## config.mk

```make
export PLATFORM = sky130hd
export DESIGN_NAME = audio_to_haptic_derivation
export DESIGN_NICKNAME = d
export VERILOG_FILES = /design/src/design/ahd_pkg.sv /design/src/design/audio_to_haptic_derivation.sv /design/src/design/ahd_div.sv
export SDC_FILE = /design/constraint.sdc
export NUM_CORES = 2
export LEC_CHECK = 0
export BUFFER_PORTS_ARGS = -buffer_cell sky130_fd_sc_hd__buf_2
export CORE_UTILIZATION = 65
export CTS_CLUSTER_DIAMETER = 200
export DETAILED_ROUTE_END_ITERATION = 10
export PLACE_DENSITY_LB_ADDON = 0.05
export SLEW_MARGIN = 10
export SYNTH_ARGS = -nofsm -noshare
export SYNTH_HDL_FRONTEND = slang
export SYNTH_SLANG_ARGS = --single-unit
```

## constraint.sdc

```tcl
create_clock -name clk -period 20 [get_ports clk]
set_input_delay 2 -clock clk [delete_from_list [all_inputs] [get_ports clk]]
set_output_delay 2 -clock clk [all_outputs]
set_load 0.03 [all_outputs]
```

## src/design/ahd_pkg.sv

```systemverilog
// ahd_pkg: shared types and constants for the audio to haptic derivation block
// item structs, register indexes, mode codes, filter coefficients
// no dependencies
`timescale 1ns / 1ps

package ahd_pkg;

    // input item: one four-channel sample frame
    typedef struct packed {
        logic signed [15:0] speaker_left;
        logic signed [15:0] speaker_right;
        logic signed [15:0] haptic_left;
        logic signed [15:0] haptic_right;
        logic               frame_last;
    } ahd_in_t;

    // result item
    typedef struct packed {
        logic signed [15:0] drive_left;
        logic signed [15:0] drive_right;
        logic [6:0]         derived_peak;
        logic               frame_done;
    } ahd_out_t;

    // register indexes (byte address / 4)
    localparam logic [1:0] REG_DRIVE_MODE     = 2'd0;
    localparam logic [1:0] REG_LOWPASS_SELECT = 2'd1;
    localparam logic [1:0] REG_AUTO_GAIN      = 2'd2;

    // drive mode codes
    localparam logic [1:0] MODE_OFF      = 2'd0;
    localparam logic [1:0] MODE_FALLBACK = 2'd1;
    localparam logic [1:0] MODE_MIX      = 2'd2;
    localparam logic [1:0] MODE_REPLACE  = 2'd3;

    // register reset values
    localparam logic [1:0]  DRIVE_MODE_RST = MODE_FALLBACK;
    localparam logic [15:0] AUTO_GAIN_RST  = 16'd4096;

    // lowpass coefficients, unsigned Q0.16
    localparam logic [11:0] LP_COEF [4] = '{12'd681, 12'd1359, 12'd2028, 12'd3357};

    // envelope attack and release coefficients, unsigned Q0.16
    localparam logic [14:0] ENV_ATTACK  = 15'd26214;
    localparam logic [14:0] ENV_RELEASE = 15'd1638;

    // soft clip quotient width and step counter width
    localparam int QUOT_BITS = 15;
    localparam int CNT_W     = $clog2(QUOT_BITS + 1);

endpackage

```

## src/design/audio_to_haptic_derivation.sv

```systemverilog
// Audio to haptic derivation. One item is a four-channel frame (two speaker, two native
// haptic samples, Q1.15); one result item follows each. A small sequencer runs both
// channels through one shared signed multiplier (lowpass, envelope, drive magnitude,
// gain) and one 15-step divider for the x/(1+|x|) soft clips. A new item is taken only
// after the sequencer has finished the last one and handed its result to the result
// register. The divider runs once per channel when derived drive is applied, and a
// second time per channel in mix mode.
// in_ready is high only while the sequencer is idle; a finished result
// waits in an output register so the next item can be taken meanwhile.
// depends on ahd_pkg and ahd_div
`timescale 1ns / 1ps

module audio_to_haptic_derivation
    import ahd_pkg::*;
#(
    parameter int SILENCE_TIMEOUT = 100,
    parameter int NATIVE_LEVEL    = 256,
    parameter int STATE_FRAC_BITS = 23
)
(
    input  logic        clk,
    input  logic        rst_n,
    input  logic        in_valid,
    output logic        in_ready,
    input  ahd_in_t     in_data,
    output logic        out_valid,
    input  logic        out_ready,
    output ahd_out_t    out_data,
    input  logic        psel,
    input  logic        penable,
    input  logic        pwrite,
    input  logic [3:0]  paddr,
    input  logic [31:0] pwdata,
    output logic [31:0] prdata,
    output logic        pready
);

    localparam int F  = STATE_FRAC_BITS;
    localparam int LW = F + 2;      // lowpass state, signed
    localparam int EW = F + 1;      // envelope state, unsigned
    localparam int MW = F + 4;      // multiplier operand width
    localparam int PW = F + 3;      // drive magnitude before gain
    localparam int QW = F + 6;      // drive magnitude after gain
    localparam int DW = F + 8;      // divider width

    typedef enum logic [12:0] {
        ST_IDLE     = 13'b0000000000001,
        ST_LP_MUL   = 13'b0000000000010,
        ST_LP_UPD   = 13'b0000000000100,
        ST_ENV_MUL  = 13'b0000000001000,
        ST_ENV_UPD  = 13'b0000000010000,
        ST_P_MUL    = 13'b0000000100000,
        ST_Q_MUL    = 13'b0000001000000,
        ST_DRV_GO   = 13'b0000010000000,
        ST_DRV_WAIT = 13'b0000100000000,
        ST_MIX_GO   = 13'b0001000000000,
        ST_MIX_WAIT = 13'b0010000000000,
        ST_NEXT     = 13'b0100000000000,
        ST_FIN      = 13'b1000000000000
    } state_t;

    state_t state_reg, state_next;

    // configuration registers
    logic [1:0]  drive_mode_reg;
    logic [1:0]  lowpass_select_reg;
    logic [15:0] auto_gain_reg;

    // filter and frame state
    logic signed [LW-1:0] lp_reg [2];
    logic [EW-1:0]        env_reg [2];
    logic [7:0]           silence_reg;
    logic [15:0]          native_peak_reg;
    logic [15:0]          applied_peak_reg;

    // working registers
    logic                 ch_reg;
    ahd_in_t              in_reg;
    logic signed [2*MW-1:0] prod_reg;
    logic signed [15:0]   al_reg;
    logic signed [15:0]   drv_reg [2];
    logic                 sign_reg;
    logic                 out_valid_reg;
    ahd_out_t             out_reg;

    // datapath signals
    logic                 apply;
    logic                 cfg_wr;
    logic signed [15:0]   spk;
    logic signed [15:0]   hap;
    logic signed [LW-1:0] x_ch;
    logic signed [LW-1:0] lp_cur;
    logic [EW-1:0]        lp_mag;
    logic [EW-1:0]        env_cur;
    logic [14:0]          env_k;
    logic [PW-1:0]        env_scale;
    logic [PW-1:0]        p_val;
    logic [QW-1:0]        q_val;
    logic signed [MW-1:0] mul_a;
    logic signed [MW-1:0] mul_b;
    logic signed [16:0]   mix_sum;
    logic [16:0]          mix_mag;
    logic                 div_start;
    logic [DW-1:0]        div_rem;
    logic [DW-1:0]        div_den;
    logic                 div_done;
    logic [QUOT_BITS-1:0] div_quot;
    logic signed [15:0]   quot_signed;
    logic [15:0]          hl_mag;
    logic [15:0]          hr_mag;
    logic [15:0]          native_next;
    logic [22:0]          peak_scaled;
    logic                 out_free;

    // configuration port
    assign pready = 1'b1;
    assign cfg_wr = psel && penable && pwrite;

    always_ff @(posedge clk or negedge rst_n)
    begin
        if (!rst_n)
        begin
            drive_mode_reg     <= DRIVE_MODE_RST;
            lowpass_select_reg <= '0;
            auto_gain_reg      <= AUTO_GAIN_RST;
        end
        else if (cfg_wr)
        begin
            case (paddr[3:2])
                REG_DRIVE_MODE:     drive_mode_reg     <= pwdata[1:0];
                REG_LOWPASS_SELECT: lowpass_select_reg <= pwdata[1:0];
                REG_AUTO_GAIN:      auto_gain_reg      <= pwdata[15:0];
                default:            ;
            endcase
        end
    end

    always_comb
    begin
        case (paddr[3:2])
            REG_DRIVE_MODE:     prdata = {30'd0, drive_mode_reg};
            REG_LOWPASS_SELECT: prdata = {30'd0, lowpass_select_reg};
            REG_AUTO_GAIN:      prdata = {16'd0, auto_gain_reg};
            default:            prdata = '0;
        endcase
    end

    // derived drive is applied in mix/replace, or in fallback after long native silence
    assign apply = (drive_mode_reg == MODE_MIX) || (drive_mode_reg == MODE_REPLACE)
                || (silence_reg >= 8'(SILENCE_TIMEOUT));

    // per channel operand selection
    assign spk     = ch_reg ? in_reg.speaker_right : in_reg.speaker_left;
    assign hap     = ch_reg ? in_reg.haptic_right : in_reg.haptic_left;
    assign x_ch    = LW'(spk) <<< (F - 15);
    assign lp_cur  = lp_reg[ch_reg];
    assign env_cur = env_reg[ch_reg];
    assign lp_mag  = lp_cur[LW-1] ? EW'(-lp_cur) : EW'(lp_cur);
    assign env_k   = (lp_mag > env_cur) ? ENV_ATTACK : ENV_RELEASE;
    assign env_scale = (PW'(1) << F) + PW'(env_cur) + {env_cur, 1'b0};
    assign p_val   = prod_reg[2*F+2:F];
    assign q_val   = prod_reg[F+17:12];
    assign mix_sum = 17'(hap) + 17'(al_reg);
    assign mix_mag = mix_sum[16] ? 17'(-mix_sum) : 17'(mix_sum);

    // shared multiplier operands
    always_comb
    begin
        mul_a = '0;
        mul_b = '0;
        case (state_reg)
            ST_LP_MUL:
            begin
                mul_a = MW'(x_ch) - MW'(lp_cur);
                mul_b = MW'(signed'({1'b0, LP_COEF[lowpass_select_reg]}));
            end
            ST_ENV_MUL:
            begin
                mul_a = MW'(signed'({1'b0, lp_mag})) - MW'(signed'({1'b0, env_cur}));
                mul_b = MW'(signed'({1'b0, env_k}));
            end
            ST_P_MUL:
            begin
                mul_a = MW'(signed'({1'b0, lp_mag}));
                mul_b = signed'({1'b0, env_scale});
            end
            ST_Q_MUL:
            begin
                mul_a = signed'({1'b0, p_val});
                mul_b = MW'(signed'({1'b0, auto_gain_reg}));
            end
            default:
            begin
                mul_a = '0;
                mul_b = '0;
            end
        endcase
    end

    always_ff @(posedge clk)
    begin
        prod_reg <= mul_a * mul_b;
    end

    // divider operands: derived soft clip or mix soft clip
    assign div_start = (state_reg == ST_DRV_GO) || (state_reg == ST_MIX_GO);
    assign div_rem   = (state_reg == ST_MIX_GO) ? DW'(mix_mag) : DW'(q_val);
    assign div_den   = (state_reg == ST_MIX_GO) ? DW'(mix_mag) + DW'(32768)
                                                : (DW'(1) << F) + DW'(q_val);

    ahd_div #(
        .DW (DW)
    ) u_div (
        .clk      (clk),
        .rst_n    (rst_n),
        .start    (div_start),
        .rem_init (div_rem),
        .divisor  (div_den),
        .done     (div_done),
        .quot     (div_quot)
    );

    assign quot_signed = sign_reg ? -16'({1'b0, div_quot}) : 16'({1'b0, div_quot});

    // frame end bookkeeping
    assign hl_mag      = in_reg.haptic_left[15] ? 16'(-in_reg.haptic_left)
                                                : 16'(in_reg.haptic_left);
    assign hr_mag      = in_reg.haptic_right[15] ? 16'(-in_reg.haptic_right)
                                                 : 16'(in_reg.haptic_right);
    assign native_next = (hl_mag > native_peak_reg && hl_mag >= hr_mag) ? hl_mag
                       : (hr_mag > native_peak_reg) ? hr_mag : native_peak_reg;
    // peak times 127 as shift and subtract
    assign peak_scaled = {applied_peak_reg, 7'd0} - {7'd0, applied_peak_reg};
    assign out_free    = !out_valid_reg || out_ready;

    // sequencer
    always_comb
    begin
        state_next = state_reg;
        case (state_reg)
            ST_IDLE:
                if (in_valid)
                    state_next = (drive_mode_reg == MODE_OFF) ? ST_FIN : ST_LP_MUL;
            ST_LP_MUL:   state_next = ST_LP_UPD;
            ST_LP_UPD:   state_next = ST_ENV_MUL;
            ST_ENV_MUL:  state_next = ST_ENV_UPD;
            ST_ENV_UPD:  state_next = apply ? ST_P_MUL : ST_NEXT;
            ST_P_MUL:    state_next = ST_Q_MUL;
            ST_Q_MUL:    state_next = ST_DRV_GO;
            ST_DRV_GO:   state_next = ST_DRV_WAIT;
            ST_DRV_WAIT:
                if (div_done)
                    state_next = (drive_mode_reg == MODE_MIX) ? ST_MIX_GO : ST_NEXT;
            ST_MIX_GO:   state_next = ST_MIX_WAIT;
            ST_MIX_WAIT:
                if (div_done)
                    state_next = ST_NEXT;
            ST_NEXT:     state_next = ch_reg ? ST_FIN : ST_LP_MUL;
            ST_FIN:
                if (out_free)
                    state_next = ST_IDLE;
            default:     state_next = ST_IDLE;
        endcase
    end

    assign in_ready = (state_reg == ST_IDLE);

    // control and filter state
    always_ff @(posedge clk or negedge rst_n)
    begin
        if (!rst_n)
        begin
            state_reg        <= ST_IDLE;
            ch_reg           <= 1'b0;
            lp_reg[0]        <= '0;
            lp_reg[1]        <= '0;
            env_reg[0]       <= '0;
            env_reg[1]       <= '0;
            silence_reg      <= 8'(2 * SILENCE_TIMEOUT);
            native_peak_reg  <= '0;
            applied_peak_reg <= '0;
            out_valid_reg    <= 1'b0;
        end
        else
        begin
            state_reg <= state_next;
            // result register: filled at finish, emptied when taken
            if (state_reg == ST_FIN && out_free)
                out_valid_reg <= 1'b1;
            else if (out_ready)
                out_valid_reg <= 1'b0;
            case (state_reg)
                ST_IDLE:
                    ch_reg <= 1'b0;
                ST_LP_UPD:
                    lp_reg[ch_reg] <= lp_cur + LW'(prod_reg >>> 16);
                ST_ENV_UPD:
                    env_reg[ch_reg] <= EW'(MW'(signed'({1'b0, env_cur}))
                                           + MW'(prod_reg >>> 16));
                ST_DRV_WAIT:
                    if (div_done && (16'(div_quot) > applied_peak_reg))
                        applied_peak_reg <= 16'(div_quot);
                ST_NEXT:
                    ch_reg <= 1'b1;
                ST_FIN:
                    if (out_free)
                    begin
                        if (in_reg.frame_last)
                        begin
                            if (native_next > 16'(NATIVE_LEVEL))
                                silence_reg <= '0;
                            else if (silence_reg < 8'(2 * SILENCE_TIMEOUT))
                                silence_reg <= silence_reg + 8'd1;
                            native_peak_reg  <= '0;
                            applied_peak_reg <= '0;
                        end
                        else
                        begin
                            native_peak_reg <= native_next;
                        end
                    end
                default:
                    ;
            endcase
        end
    end

    // item payload and drive values
    always_ff @(posedge clk)
    begin
        if (in_valid && in_ready)
        begin
            in_reg     <= in_data;
            drv_reg[0] <= in_data.haptic_left;
            drv_reg[1] <= in_data.haptic_right;
        end
        if (state_reg == ST_DRV_GO)
            sign_reg <= lp_cur[LW-1];
        if (state_reg == ST_MIX_GO)
            sign_reg <= mix_sum[16];
        if (state_reg == ST_DRV_WAIT && div_done)
        begin
            al_reg <= quot_signed;
            if (drive_mode_reg != MODE_MIX)
                drv_reg[ch_reg] <= quot_signed;
        end
        if (state_reg == ST_MIX_WAIT && div_done)
            drv_reg[ch_reg] <= quot_signed;
        if (state_reg == ST_FIN && out_free)
        begin
            out_reg.drive_left   <= drv_reg[0];
            out_reg.drive_right  <= drv_reg[1];
            out_reg.derived_peak <= in_reg.frame_last ? peak_scaled[21:15] : 7'd0;
            out_reg.frame_done   <= in_reg.frame_last;
        end
    end

    assign out_valid = out_valid_reg;
    assign out_data  = out_reg;

    // checks
    a_one_item_at_a_time: assert property (@(posedge clk) disable iff (!rst_n)
        in_valid && in_ready |=> !in_ready)
        else $error("item taken while another is in progress");

    a_div_done_in_wait: assert property (@(posedge clk) disable iff (!rst_n)
        div_done |-> (state_reg == ST_DRV_WAIT) || (state_reg == ST_MIX_WAIT))
        else $error("divider result arrived outside a wait state");

    a_env_bounded: assert property (@(posedge clk) disable iff (!rst_n)
        (env_reg[0] <= (EW'(1) << F)) && (env_reg[1] <= (EW'(1) << F)))
        else $error("envelope out of range");

    a_silence_bounded: assert property (@(posedge clk) disable iff (!rst_n)
        silence_reg <= 8'(2 * SILENCE_TIMEOUT))
        else $error("silence counter past saturation");

endmodule

```

## src/design/ahd_div.sv

```systemverilog
// ahd_div: iterative restoring divider, one quotient bit per cycle
// computes floor(rem_init * 2^15 / divisor), valid when rem_init < divisor
// depends on ahd_pkg
`timescale 1ns / 1ps

module ahd_div
    import ahd_pkg::*;
#(
    parameter int DW = 31
)
(
    input  logic                 clk,
    input  logic                 rst_n,
    input  logic                 start,
    input  logic [DW-1:0]        rem_init,
    input  logic [DW-1:0]        divisor,
    output logic                 done,
    output logic [QUOT_BITS-1:0] quot
);

    logic                 busy_reg;
    logic                 busy_next;
    logic                 done_reg;
    logic                 done_next;
    logic [CNT_W-1:0]     cnt_reg;
    logic [CNT_W-1:0]     cnt_next;
    logic [DW-1:0]        rem_reg;
    logic [DW-1:0]        div_reg;
    logic [QUOT_BITS-1:0] quot_reg;
    logic [DW:0]          rem_sh;
    logic                 ge;

    // one long division step
    assign rem_sh = {rem_reg, 1'b0};
    assign ge     = rem_sh >= {1'b0, div_reg};

    // step counter control
    always_comb
    begin
        busy_next = busy_reg;
        done_next = 1'b0;
        cnt_next  = cnt_reg;
        if (start)
        begin
            busy_next = 1'b1;
            cnt_next  = CNT_W'(QUOT_BITS);
        end
        else if (busy_reg)
        begin
            cnt_next = cnt_reg - CNT_W'(1);
            if (cnt_reg == CNT_W'(1))
            begin
                busy_next = 1'b0;
                done_next = 1'b1;
            end
        end
    end

    always_ff @(posedge clk or negedge rst_n)
    begin
        if (!rst_n)
        begin
            busy_reg <= 1'b0;
            done_reg <= 1'b0;
            cnt_reg  <= '0;
        end
        else
        begin
            busy_reg <= busy_next;
            done_reg <= done_next;
            cnt_reg  <= cnt_next;
        end
    end

    // remainder and quotient datapath
    always_ff @(posedge clk)
    begin
        if (start)
        begin
            rem_reg  <= rem_init;
            div_reg  <= divisor;
            quot_reg <= '0;
        end
        else if (busy_reg)
        begin
            rem_reg  <= ge ? DW'(rem_sh - {1'b0, div_reg}) : DW'(rem_sh);
            quot_reg <= {quot_reg[QUOT_BITS-2:0], ge};
        end
    end

    assign done = done_reg;
    assign quot = quot_reg;

endmodule

```

==> results.md <==
* Fillers at 6,390
* Clock slew at reported path FFs at roughly 0.060 ns
* Worst path arrival time at approximately 14 ns
* DR pass1 iterations at 9
* Num CTS Buffers at 45
* Hold path endpoint: out_data[16]$_DFFE_PP_
* Area of the mapped netlist at ~0.053 mm²
* R2r setup slk at 6.69 ns
* Mean post-synth cell area at between 9 and 10 µm²
* Share of layout cells above drive strength 1 at under 10%
* Vias per cell at around 6.0
* Total number of vias at 41.5k
* Final Slew Violations at 0
* First-pass GRT wire length at about 230,000 µm
* Crit-path max cell delay at roughly 0.74 ns
* Post-route insts no fill at between 6k and 7k
* # hold bufs at CTS at 0
* CP Launch Type: flop
* Critical-path top delay cell: buf_4
* Clock Skew at 0.0258 ns
* Pre-CTS setup slack at a little under 7 ns
* Reg2Reg Depth at 45
* Setup crit end kind: flop
* Clock latency on the worst-skew pair at 0.60 ns
* Io pins at approximately 180
* Vias in the first global route at between 40k and 50k
* #FFs+latches synth at 445
* Leak Pwr at 28.2 nW
* Reg2reg start: ch_reg$_DFFE_PN0P_
* Post-CTS Setup Repair Bufs at 0
* Final period utilization at between 60% and 70%
* Crit-path most repeated cell: fa_1
* PostCTS Resize Cnt at 0
* Row count at around 100
* Initial antenna violation count at 3
* Hold Crit Start: drv_reg[1][8]$_DFFE_PP_
* Total Neg Setup Slack at 0 ns
* Largest net degree at the start of global routing at 100
* Layout overhead on the synthesized area at 6.61%
* All-Layer GR Usage at roughly 37%
* TritonCTS clock tree: yes
* Number of synthesized flops with an enable pin at around 220
* Synth area leaders: fa_1 (26%), edfxtp_1 (12%), ha_1 (9.4%)
* DIE WIDTH at between 200 and 300 µm
* CTS root buf: clkbuf_16
* FMAX at ~75 MHz
* Antenna Cells at 0
* Ys Warns at 0
* Post-route DRC at 0
* Input/output buffers at between 100 and 150
* Sequential area share after synthesis at ~22%
* Final setup vio count at 0
* Max cap viols at 0
* H-tree levels at 2
* First-iteration detailed-routing DRC count at between 3k and 4k
* Worst Hold Class: flop to flop
* Worst hold path depth at 0
* DP Cell Count at a little under 7k
* Power Total at approximately 0.0044 W
* Core ar. at just over 0.08 mm²
* Layout Nets at 7,021
* Worst EP required at just over 20 ns
* Post-route antenna net violation count at 0
* Pwr Density at between 70 and 80 mW/mm²
* WL per Instance at between 20 and 25 µm
* Syn Inst Count at about 5.7k
* Crit path time final at about 13 ns
* Top FF cell, synth: edfxtp_1
* Max FFs per register at 65
* # clock sinks at between 400 and 500
* Gp weighted congestion at around 0.98
* DIE AREA at between 0.08 and 0.09 mm²
* DIE HEIGHT at between 200 and 300 µm
* Detailed Place HPWL at 114,000 µm
* Grt ovf at 0
* Clock Tree Buf Depth at 3
* Fin. Hold Viols at 0
* Worst setup path category: flop to flop
* RSZ-0062 raised after global routing: false
* Async set or reset register ratio after synthesis at approximately 40%
* CP Max Fanout at 51
* Outcome: finished clean
* Actual slew at the worst max-slew pin at between 1 and 1.5 ns
* VDD IR max at 0.000111 V
* Post-synth top area share at 25.9%
* Area leader, netlist: fa_1
* Starting Density at about two thirds
* Worst Setup Slack, final at between 6 and 7 ns
* Worst r2r dst: prod_reg[48]$_DFF_P_
* Final wirelength at 150,000 µm
* Slew headroom at 13.8%
* Distinct cell type count after synthesis at 113
[synthesized netlist by cell type, drive strengths merged (9+ instances only)]
library cell,number
mux2i,93
clkbuf,155
inv,1037
a21boi,12
dfxtp,52
a221o,19
and4,9
and2,122
a31oi,26
a221oi,13
nand3,56
nor2,290
o41ai,13
nor4,25
o211ai,24
a21oi,222
mux2,128
edfxtp,215
o31ai,20
xor2,78
or3,12
ha,401
or2,13
a21o,97
a211oi,24
nor3,53
or4,9
a22oi,16
and3,47
nor2b,69
buf,69
dfrtp,172
o21a,36
nand2b,45
o22ai,19
xnor2,195
nand4,39
fa,691
a22o,9
nand2,769
o21bai,20
o21ai,188
[stage by stage]
stage          hold slack (ns)  util (%)  instance area [µm²]
2_1_floorplan            0.400         -                53700
6_report                 0.418      70.5                57000
5_1_grt                  0.423      70.5                57000
3_3_place_gp             0.401      68.7                55600
3_5_place_dp             0.405      68.7                55600
4_1_cts                  0.417      70.5                57000
[where the power goes]
part | switching [W] | total, W | internal [W] | leakage, nW
Clock | 0.000386 | 0.000857 | 0.000471 | 0.710
Combinational | 0.00136 | 0.00222 | 0.000858 | 22.8
Sequential | 0.000146 | 0.00128 | 0.00113 | 4.70
Total | 0.00189 | 0.00435 | 0.00246 | 28.2
[kinds of logic after synthesis]
kind of cell,count (synthesis),share of synthesized area [%]
AOI/OAI and AO/OA,828,10.5
and+or+nand+nor,1591,13.8
DFF,445,22.4
adders and majority gates,1092,35.2
xor gates and xnor gates,273,4.47
muxes,221,4.46
other,2,0.0140
buffers and inverters,1263,9.14
[cell usage in the layout, fill, tap and decap left out, types with 157 or more instances in the layout]
cell type	count
inv_1	1031
nand2_1	769
ha_1	401
a21oi_1	214
edfxtp_1	215
dfrtp_1	171
o21ai_0	157
nor2_1	286
xnor2_1	194
fa_1	691
[routing by layer]
| metal | GRT usage (%) | part of all wire, % | vias up |
|---|---|---|---|
| met5 | 0 | 0.035 | - |
| met4 | 17.8 | 5.7 | 8 |
| met3 | 6.99 | 9.1 | 464 |
| met2 | 59.3 | 46 | 1737 |
| met1 | 48.9 | 39 | 20636 |
| li1 | - | - | 18605 |
[critical path, delay by kind of cell, from the launching register on]
family | cells | cell delay, ns
simple gates | 10 | 2.52
flops | 1 | 0.61
fa+ha+maj | 9 | 4.75
buf+inv | 9 | 2.10
xor+xnor | 2 | 0.31
compound gates | 15 | 2.86
[layout make-up]
class | instances | area, µm² | area share, %
multi-input cells | 4053 | 37000 | 64.8
flip-flops and latches | 445 | 12000 | 21.0
inverters | 1039 | 3900 | 6.84
repair buffers | 237 | 1420 | 2.49
well taps | 1060 | 1330 | 2.33
clock buffers | 64 | 1300 | 2.28
clock inverters | 20 | 165 | 0.290
[how the worst max path moves through the flow]
stage | depth (start not counted) | startpoint | to
2_1_floorplan | 49 | ch_reg$_DFFE_PN0P_ | prod_reg[48]$_DFF_P_
3_3_place_gp | 45 | ch_reg$_DFFE_PN0P_ | prod_reg[48]$_DFF_P_
3_5_place_dp | 45 | ch_reg$_DFFE_PN0P_ | prod_reg[48]$_DFF_P_
4_1_cts | 45 | ch_reg$_DFFE_PN0P_ | prod_reg[48]$_DFF_P_
5_1_grt | 45 | ch_reg$_DFFE_PN0P_ | prod_reg[48]$_DFF_P_
6_report | 45 | ch_reg$_DFFE_PN0P_ | prod_reg[48]$_DFF_P_
Power figures use the tool's default switching activity.
